===== src/olr_pkg.sv =====
// Shared types and codes for the ordered list block.
`default_nettype none
package olr_pkg;

    // Operation codes carried in the mode field of an input word.
    localparam logic [1:0] MODE_INSERT = 2'd0;
    localparam logic [1:0] MODE_REMOVE = 2'd1;
    localparam logic [1:0] MODE_LIST   = 2'd2;

    typedef enum logic [2:0] {
        ST_INSERTED  = 3'd0,
        ST_REMOVED   = 3'd1,
        ST_NOT_FOUND = 3'd2,
        ST_EMPTY     = 3'd3,
        ST_FULL      = 3'd4,
        ST_ENTRY     = 3'd5
    } t_status;

    typedef enum logic [1:0] {
        S_IDLE    = 2'd0,
        S_REMOVE  = 2'd1,
        S_REM_FIN = 2'd2,
        S_LIST    = 2'd3
    } t_state;

    typedef enum logic [1:0] {
        EMIT_NONE   = 2'd0,
        EMIT_CODE   = 2'd1,
        EMIT_REMOVE = 2'd2,
        EMIT_ENTRY  = 2'd3
    } t_emit;

    // Commands from the controller to the datapath.
    typedef struct packed {
        logic    capture;
        logic    ins_write;
        logic    rd;
        logic    cmp;
        t_emit   emit;
        t_status status;
    } t_cmd;

    // Status from the datapath to the controller.
    typedef struct packed {
        logic out_free;
        logic pend;
        logic pend_last;
        logic rd_done;
        logic empty;
        logic full;
    } t_stat;

endpackage
`default_nettype wire


===== src/olr_ctrl.sv =====
// Controller state machine of the ordered list block.
`default_nettype none
module olr_ctrl (
    input  wire logic          i_clk,
    input  wire logic          i_rst_n,
    input  wire logic          i_valid,
    input  wire logic [1:0]    i_mode,
    input  wire olr_pkg::t_stat i_stat,
    output olr_pkg::t_cmd      o_cmd,
    output logic               o_ready
);

    olr_pkg::t_state r_state, n_state;
    logic            accept;

    assign accept = i_valid && o_ready;

    always_ff @(posedge i_clk) begin
        if (!i_rst_n) begin
            r_state <= olr_pkg::S_IDLE;
        end else begin
            r_state <= n_state;
        end
    end

    always_comb begin
        n_state = r_state;
        unique case (r_state)
            olr_pkg::S_IDLE: begin
                if (accept && !i_stat.empty &&
                    (i_mode == olr_pkg::MODE_REMOVE)) begin
                    n_state = olr_pkg::S_REMOVE;
                end else if (accept && !i_stat.empty &&
                             (i_mode == olr_pkg::MODE_LIST)) begin
                    n_state = olr_pkg::S_LIST;
                end
            end
            olr_pkg::S_REMOVE: begin
                if (i_stat.rd_done && !i_stat.pend) begin
                    n_state = olr_pkg::S_REM_FIN;
                end
            end
            olr_pkg::S_REM_FIN: begin
                if (i_stat.out_free) begin
                    n_state = olr_pkg::S_IDLE;
                end
            end
            olr_pkg::S_LIST: begin
                if (i_stat.pend && i_stat.out_free && i_stat.pend_last) begin
                    n_state = olr_pkg::S_IDLE;
                end
            end
            default: n_state = olr_pkg::S_IDLE;
        endcase
    end

    always_comb begin
        o_cmd   = '0;
        o_ready = 1'b0;
        unique case (r_state)
            olr_pkg::S_IDLE: begin
                o_ready = i_stat.out_free;
                if (accept) begin
                    case (i_mode) inside
                        olr_pkg::MODE_INSERT: begin
                            o_cmd.emit = olr_pkg::EMIT_CODE;
                            if (i_stat.full) begin
                                o_cmd.status = olr_pkg::ST_FULL;
                            end else begin
                                o_cmd.ins_write = 1'b1;
                                o_cmd.status    = olr_pkg::ST_INSERTED;
                            end
                        end
                        olr_pkg::MODE_REMOVE, olr_pkg::MODE_LIST: begin
                            if (i_stat.empty) begin
                                o_cmd.emit   = olr_pkg::EMIT_CODE;
                                o_cmd.status = olr_pkg::ST_EMPTY;
                            end else begin
                                o_cmd.capture = 1'b1;
                            end
                        end
                        default: o_cmd = '0;
                    endcase
                end
            end
            olr_pkg::S_REMOVE: begin
                o_cmd.rd  = !i_stat.rd_done;
                o_cmd.cmp = i_stat.pend;
            end
            olr_pkg::S_REM_FIN: begin
                if (i_stat.out_free) begin
                    o_cmd.emit = olr_pkg::EMIT_REMOVE;
                end
            end
            olr_pkg::S_LIST: begin
                if (i_stat.pend && i_stat.out_free) begin
                    o_cmd.emit = olr_pkg::EMIT_ENTRY;
                end
                o_cmd.rd = !i_stat.rd_done &&
                           (!i_stat.pend || i_stat.out_free);
            end
            default: o_cmd = '0;
        endcase
    end

endmodule
`default_nettype wire


===== src/olr_dp.sv =====
// Datapath of the ordered list block: entry memory, walk counters and result register.
`default_nettype none
module olr_dp #(
    parameter int CAPACITY = 16
) (
    input  wire logic               i_clk,
    input  wire logic               i_rst_n,
    input  wire logic signed [31:0] i_value,
    input  wire olr_pkg::t_cmd      i_cmd,
    output olr_pkg::t_stat          o_stat,
    output logic                    o_valid,
    input  wire logic               i_ready,
    output logic [2:0]              o_status,
    output logic signed [31:0]      o_entry_value,
    output logic [4:0]              o_removed_count,
    output logic                    o_last
);

    localparam int CW = $clog2(CAPACITY + 1);
    localparam int AW = (CAPACITY > 1) ? $clog2(CAPACITY) : 1;

    logic [31:0]   mem [CAPACITY];

    logic [CW-1:0] r_count;
    logic [CW-1:0] r_rd_idx;
    logic [CW-1:0] r_kept;
    logic          r_pend;
    logic          r_pend_last;
    logic [31:0]   r_rdata;
    logic [31:0]   r_value;

    logic          r_out_valid;
    logic [2:0]    r_status;
    logic [31:0]   r_entry;
    logic [4:0]    r_removed;
    logic          r_last;

    logic          out_free;
    logic          keep;
    logic          wr_en;
    logic [AW-1:0] wr_addr;
    logic [31:0]   wr_data;
    logic [CW-1:0] diff;
    logic [31:0]   diff_w;

    assign out_free = !r_out_valid || i_ready;
    assign keep     = i_cmd.cmp && (r_rdata != r_value);
    assign diff     = r_count - r_kept;
    assign diff_w   = 32'(diff);

    assign o_stat.out_free  = out_free;
    assign o_stat.pend      = r_pend;
    assign o_stat.pend_last = r_pend_last;
    assign o_stat.rd_done   = (r_rd_idx == r_count);
    assign o_stat.empty     = (r_count == '0);
    assign o_stat.full      = (r_count == CW'(CAPACITY));

    // One write port: appends on insert, compacts surviving entries on remove.
    always_comb begin
        wr_en   = i_cmd.ins_write || keep;
        wr_addr = i_cmd.ins_write ? r_count[AW-1:0] : r_kept[AW-1:0];
        wr_data = i_cmd.ins_write ? i_value : r_rdata;
    end

    always_ff @(posedge i_clk) begin
        if (wr_en) begin
            mem[wr_addr] <= wr_data;
        end
    end

    always_ff @(posedge i_clk) begin
        if (i_cmd.rd) begin
            r_rdata <= mem[r_rd_idx[AW-1:0]];
        end
    end

    always_ff @(posedge i_clk) begin
        if (i_cmd.capture) begin
            r_value <= i_value;
        end
        if (i_cmd.rd) begin
            r_pend_last <= ((r_rd_idx + CW'(1)) == r_count);
        end
    end

    always_ff @(posedge i_clk) begin
        if (!i_rst_n) begin
            r_count  <= '0;
            r_rd_idx <= '0;
            r_kept   <= '0;
            r_pend   <= 1'b0;
        end else begin
            if (i_cmd.capture) begin
                r_rd_idx <= '0;
                r_kept   <= '0;
                r_pend   <= 1'b0;
            end else begin
                if (i_cmd.rd) begin
                    r_rd_idx <= r_rd_idx + CW'(1);
                    r_pend   <= 1'b1;
                end else if (i_cmd.cmp || (i_cmd.emit == olr_pkg::EMIT_ENTRY)) begin
                    r_pend   <= 1'b0;
                end
                if (keep) begin
                    r_kept <= r_kept + CW'(1);
                end
            end
            if (i_cmd.ins_write) begin
                r_count <= r_count + CW'(1);
            end else if (i_cmd.emit == olr_pkg::EMIT_REMOVE) begin
                r_count <= r_kept;
            end
        end
    end

    always_ff @(posedge i_clk) begin
        if (!i_rst_n) begin
            r_out_valid <= 1'b0;
        end else if (i_cmd.emit != olr_pkg::EMIT_NONE) begin
            r_out_valid <= 1'b1;
        end else if (i_ready) begin
            r_out_valid <= 1'b0;
        end
    end

    always_ff @(posedge i_clk) begin
        case (i_cmd.emit)
            olr_pkg::EMIT_CODE: begin
                r_status  <= i_cmd.status;
                r_entry   <= '0;
                r_removed <= '0;
                r_last    <= 1'b1;
            end
            olr_pkg::EMIT_REMOVE: begin
                r_status  <= (diff == '0) ? olr_pkg::ST_NOT_FOUND : olr_pkg::ST_REMOVED;
                r_entry   <= '0;
                r_removed <= (diff_w > 32'd31) ? 5'd31 : diff_w[4:0];
                r_last    <= 1'b1;
            end
            olr_pkg::EMIT_ENTRY: begin
                r_status  <= olr_pkg::ST_ENTRY;
                r_entry   <= r_rdata;
                r_removed <= '0;
                r_last    <= r_pend_last;
            end
            default: begin
                r_status  <= r_status;
            end
        endcase
    end

    assign o_valid         = r_out_valid;
    assign o_status        = r_status;
    assign o_entry_value   = r_entry;
    assign o_removed_count = r_removed;
    assign o_last          = r_last;

    a_count_bound: assert property (@(posedge i_clk) disable iff (!i_rst_n)
        r_count <= CW'(CAPACITY))
        else $error("entry count exceeds capacity");

    a_kept_behind: assert property (@(posedge i_clk) disable iff (!i_rst_n)
        r_kept <= r_rd_idx)
        else $error("compaction pointer ran ahead of the read pointer");

    a_read_in_range: assert property (@(posedge i_clk) disable iff (!i_rst_n)
        i_cmd.rd |-> (r_rd_idx < r_count))
        else $error("read issued beyond the stored entries");

    a_emit_slot_free: assert property (@(posedge i_clk) disable iff (!i_rst_n)
        (i_cmd.emit != olr_pkg::EMIT_NONE) |-> out_free)
        else $error("result loaded over a word still waiting");

endmodule
`default_nettype wire


===== src/ordered_list_remove_by_value.sv =====
// Top level of the ordered list block: controller and datapath joined by command and status.
//
// Usage: input words (mode, value) arrive on a valid/ready channel; result words
// (status, entry_value, removed_count, last) leave on another valid/ready channel
// through an output register. A word is moved when valid and ready are both high.
// Insert appends at the tail (or reports full); its result is registered at the accepting
// edge itself, and the next word can be accepted in the following cycle if the receiver
// takes the result. Remove walks every stored entry through the single read port of the
// entry memory, compacting survivors in place; its result is registered after the walk.
// List reads the entries head to tail; the first entry is registered once read from memory,
// and further entries follow one per cycle while the receiver keeps ready high. An empty
// list gives a single word with the empty status. A mode of three is dropped with no
// result. Every operation delivers its final word with last set.
// When the receiver stalls, the output register holds its word and the walk pauses;
// no new input word is taken until the current operation has produced all its
// results and the output register can take another.
// Reset (synchronous, active low) empties the list at once by clearing the entry
// count; the memory contents need no clearing pass.
`default_nettype none
module ordered_list_remove_by_value #(
    parameter int CAPACITY = 16
) (
    input  wire logic               i_clk,
    input  wire logic               i_rst_n,
    input  wire logic               i_valid,
    output logic                    o_ready,
    input  wire logic [1:0]         i_mode,
    input  wire logic signed [31:0] i_value,
    output logic                    o_valid,
    input  wire logic               i_ready,
    output logic [2:0]              o_status,
    output logic signed [31:0]      o_entry_value,
    output logic [4:0]              o_removed_count,
    output logic                    o_last
);

    // Commands flow from the controller; status flows back from the datapath.
    olr_pkg::t_cmd  cmd;
    olr_pkg::t_stat stat;

    olr_ctrl u_ctrl (
        .i_clk   (i_clk),
        .i_rst_n (i_rst_n),
        .i_valid (i_valid),
        .i_mode  (i_mode),
        .i_stat  (stat),
        .o_cmd   (cmd),
        .o_ready (o_ready)
    );

    olr_dp #(
        .CAPACITY (CAPACITY)
    ) u_dp (
        .i_clk           (i_clk),
        .i_rst_n         (i_rst_n),
        .i_value         (i_value),
        .i_cmd           (cmd),
        .o_stat          (stat),
        .o_valid         (o_valid),
        .i_ready         (i_ready),
        .o_status        (o_status),
        .o_entry_value   (o_entry_value),
        .o_removed_count (o_removed_count),
        .o_last          (o_last)
    );

endmodule
`default_nettype wire

===== config.mk =====
export PLATFORM = sky130hd
export DESIGN_NAME = ordered_list_remove_by_value
export DESIGN_NICKNAME = d
export VERILOG_FILES = /design/src/olr_pkg.sv /design/src/olr_ctrl.sv /design/src/olr_dp.sv /design/src/ordered_list_remove_by_value.sv
export SDC_FILE = /design/constraint.sdc
export NUM_CORES = 1
export LEC_CHECK = 0
export BUFFER_PORTS_ARGS = -buffer_cell sky130_fd_sc_hd__buf_2
export CORE_ASPECT_RATIO = 0.75
export CORE_MARGIN = 5
export CORE_UTILIZATION = 50
export DETAILED_ROUTE_END_ITERATION = 7
export GPL_TIMING_DRIVEN = 0
export PLACE_DENSITY = 0.66
export SYNTH_ARGS = -nofsm -noshare
export SYNTH_HDL_FRONTEND = slang
export SYNTH_HIERARCHICAL = 1
export SYNTH_SLANG_ARGS = --single-unit

===== constraint.sdc =====
create_clock -name i_clk -period 4.95 [get_ports i_clk]
set_clock_uncertainty 0.05 [all_clocks]
set_input_delay 0.495 -clock i_clk [delete_from_list [all_inputs] [get_ports i_clk]]
set_output_delay 0.495 -clock i_clk [all_outputs]
set_load 0.05 [all_outputs]

Yosys cells after proc, flatten, opt, wreduce, memory -nomap -nowiden
Memory sizes are Yosys's and may differ from the RTL's. A register that Yosys moved wholly into a read port is not among the register bits.
Index checks and enable logic that the tools add are counted.

cells by class
  add/sub/neg operators = 4
  order comparisons = 1
  eq/ne operators = 16
  multiplexer cells = 40
  bitwise gates (word level) = 1
  reductions and logical operators = 33

operators with widths
  kind                   count
  $pmux W32 S2           1
  $mux W32               1
  $ne A32 B32 Y1         1
  $mux W5                5
  $mux W2                9
  $add A5 B1 Y5 const B  3
  $mux W1                12
  $reduce_bool A2 Y1     6
  $eq A2 B2 Y1 const B   5
  $eq A5 B5 Y1           2
  $logic_not A5 Y1       2
  $pmux W5 S2            1
  $logic_and A1 B1 Y1    9
  $mux W9                1
  $pmux W3 S3            1
  $mux W4                2
  $pmux W2 S4            1
  $reduce_or A2 Y1       4
  $eq A2 B1 Y1 const B   3
  $mux W3                2
  $ne A2 B1 Y1 const B   3
  $pmux W2 S3            1
  $eq A5 B5 Y1 const B   1
  $gt A5 B5 Y1 const B   1
  other kinds (10)       18

storage, ports and cells
  flip-flop bits (word level) = 93
  bits in writable memories = 512
  output and inout port bits = 43
  memories = 1

memories
  memory    words  bits a word  rd ports  clocked after Yosys merged registers in  wr ports  RTL line      source
  u_dp.mem  16     32           1         1                                        1         olr_dp.sv:22  logic [31:0] mem [CAPACITY];

Logic depth before layout (Yosys ltp)
  depth in word-level cells = 10
  depth in mapped cells = 12
  gate-level depth less buffers = 10

By module
Netlist, hierarchy kept.

modules (own cells, without submodules)
  module    times used  cells each  area an instance (sq um)
  olr_dp    1           1130        24791.3
  olr_ctrl  1           45          316.6

Least setup slack after synthesis
OpenSTA, ideal clock, no wires.

  path kind = register -> register
  from = reg u_dp.r_rd_idx[1]
  to = reg u_dp.r_rd_idx[3]
  library setup time = 0.123 ns
  arrival = 4.264 ns
  setup slack = 0.513 ns
  cell stages (with the launch flop) = 12
  buffers on the path = 4
  cells stage by stage = dfxtp_1 > clkbuf_1 > buf_2 > buf_2 > xnor2_1 > nand4_1 > nor2_1 > nor3b_1 > clkbuf_1 > nand4_1 > xor2_1 > nor2_1

RTL lines
  element                 RTL line      source
  start, declared         olr_dp.sv:25  logic [CW-1:0] r_rd_idx;
  start signal, assigned  olr_dp.sv:99  r_rd_idx <= r_rd_idx + CW'(1);

==> flow_summary.ini <==
[status]
outcome = finished, final reports clean

[synth]
yosysWarnings = 6
ys.flop_type = edfxtp_1
netlist_top_cells_area = edfxtp_1 (74%), mux4_2 (14%), dfxtp_1 (1.5%)
async_flop_share = 0
yosysTopAreaCell = edfxtp_1
synth_edf_count = 618
synth_common_cells = edfxtp_1 (618), mux4_2 (160), xor2_1 (39)
ys_seq_elements = 637
syn_area_um2 = 25110
synth_nets = 1225
avgSynthCellArea_um2 = 21.37
yosysSeqAreaShare = 0.7543
synthCells = 1175
synth.most_common_cell = edfxtp_1
synth.top_cell.area_share = 0.7391
synth.distinct_cells = 53

[setup_path]
cp.required_ns = 5.23
crit_arrival_ns = 4.85
cp.depth = 9
cp_top_family = buffers and inverters
crit_slowest_cell = nor4b_1
cpPeakStageDelay_ns = 0.99
reg2reg_slack_ns = 0.37
reg2reg_depth = 9
start_kind = register
path_cells = inv_1 -> ha_1 -> nor4b_1 -> a21oi_1 -> o22ai_1 -> clkbuf_1 -> nor2_1 -> inv_2 -> buf_12
worst-path-buf-inv = 4
end_kind = register
worstSetupPathType = register to register
cp_max_fo = 22

[layout]
regArea_um2 = 18940
drive_gt1_frac = 0.2942
area_growth_pct = 17.75
multi_input_area_um2 = 5969
nFillCells = 3555
final_area_um2 = 29560
nNetsFinal = 1425
num_antenna_cells = 0

[grt]
grt_pass1_wl_um = 90330
first_global_vias = 12770
grt_overflow = 0
antenna_found_initial = 1
grt_max_degree = 23
gr-usage-all-layers = 0.2304

[detailed_routing]
detail_route.wl_per_cell_um = 30.15
vias = 12810
drtAntennaViolNets = 0
routed_wl_um = 62730
route.detailed.drc = 0
first_pass_iters = 7
vias_per_cell = 6.154
drt_first_iter_violations = 1561

[cts]
clk_pin_slew_ns = 0.06
clockBufferDepth = 3
ctsRootBufferMaster = clkbuf_16
h-tree-depth = 2
cts_sinks = 637
clock_latency_ns = 0.63
cts_tree = done
cts_buffers = 59

[sta]
fin_hold_ws_ns = 0.03826
min_period_over_period = 0.9243
finalCriticalPeriod_ns = 4.575
relSlewSlack = 0.02871
fmax_mhz = 218.6
tightest_slew_ns = 1.444
drv_slew = 0
hold_viol_final = 0
setup_viol = 0
grt_setup_unrepaired = false

[power_and_ir_drop]
powerDensity_nw_per_um2 = 372.7
ir_worst_vdd_mv = 0.3023
p_leak_nw = 9.365

[die]
die_h_um = 204.1
num_rows = 71
die_w_um = 268.8
dieArea_um2 = 54840
start_util = 0.5029
core_area_um2 = 49930
ioPinCount = 81

[placed_design]
place_area_um2 = 27450
io_buffers = 80
hpwl_um = 41180
routabilityCongestion = 0.8234

[worst_hold_path]
hp-class = input pin to register
holdPathStages = 1

[job]
max-cap-violations = 0
[power by group]
part           switching [mW]  internal (mW)  total [mW]  leakage, nW
logic                   0.349          0.136       0.485         2.70
registers              0.0194           5.96        5.98         5.73
clock network            1.99           2.57        4.56        0.935
total                    2.35           8.67        11.0         9.37
[cells by family (layout without fill, tap and decap cells)]
logic type,count (synthesis),in the layout,synth area share
flops,637,637,0.7543
mux,200,200,0.1611
simple gates,147,147,0.03284
buf+inv,78,327,0.01570
compound gates,54,54,0.01345
xor+xnor,47,47,0.01640
fa+ha+maj,12,12,0.006279
[worst paths after layout]
path / start / end
max: u_dp/r_count[1] / u_dp/o_entry_value[12]
min: i_value[29] / u_dp/r_value[29]
max reg2reg: u_dp/r_count[1] / u_dp/o_entry_value[12]
min reg2reg: u_dp/r_pend / u_dp/r_pend
[through the flow]
step	cells	power, mW	setup TNS, ns	worst slack (ns)	utilization
after global placement	1912	6.539	-1177.66	-4.103	0.5274
final	2081	11.02	0	0.3747	0.5922
after floorplan	1175	6.388	0	0.5133	-
after global routing	2081	11.37	0	0.1777	0.5922
after CTS	2081	11.09	0	0.4361	0.5922
after detailed placement	1953	6.566	0	0.4346	0.5499
[layout by cell type (no fill, tap or decap), drive strengths merged, types with 4 or more instances in the layout]
master | netlist | layout
clkbuf | 29 | 105
dfxtp | 19 | 19
nand3 | 4 | 4
mux2i | 8 | 8
o21ai | 4 | 4
and3 | 33 | 33
and4 | 4 | 4
nor2b | 6 | 6
a31oi | 6 | 6
nand2b | 7 | 7
mux4 | 160 | 160
nor4 | 12 | 12
mux2 | 32 | 32
clkinv | 0 | 23
or2 | 4 | 4
inv | 16 | 18
xnor2 | 8 | 8
ha | 11 | 11
dlygate4sd3 | 0 | 18
nand4 | 6 | 6
nand2 | 24 | 24
nor2 | 28 | 28
edfxtp | 618 | 618
nor3b | 4 | 4
bufinv | 0 | 7
nor3 | 8 | 8
xor2 | 39 | 39
buf | 33 | 154
a21oi | 26 | 26
[flip-flops by register name, summed over array words and instances, names as in the netlist]
register / cells
u_dp/o_entry_value: 32
u_ctrl/r_state: 2
u_dp/o_last: 1
u_dp/o_status: 3
u_dp/o_removed_count: 5
u_dp/r_rd_idx: 5
u_dp/o_valid: 1
u_dp/r_rdata: 32
u_dp/r_value: 32
u_dp/mem: 512
u_dp/r_kept: 5
u_dp/r_pend_last: 1
u_dp/r_pend: 1
u_dp/r_count: 5
[area by class of cell]
class	instances	share of cell area
Sequential cell	637	0.6406
Multi-Input combinational cell	460	0.2019
Clock buffer	76	0.05210
Timing Repair Buffer	139	0.05108
Tap cell	657	0.02780
Clock inverter	34	0.01320
Buffer	62	0.01130
Inverter	16	0.002031
[layer usage]
| layer | wire length, µm | global-route usage | up-vias | part of all wire |
|---|---|---|---|---|
| met1 | 26740 | 0.3569 | 6732 | 0.43 |
| met5 | 0 | 0 | - | 0 |
| met4 | 1535 | 0.06167 | 0 | 0.024 |
| met2 | 28740 | 0.3451 | 692 | 0.46 |
| met3 | 5725 | 0.04092 | 107 | 0.091 |
| li1 | - | - | 5275 | - |
[what timing repair did]
action                    4_1_cts  5_1_grt
setup buffers                   0        0
hold buffers                   18        0
hold endpoints to repair       18        0
resized for setup               0        0
Power figures use the tool's default switching activity.
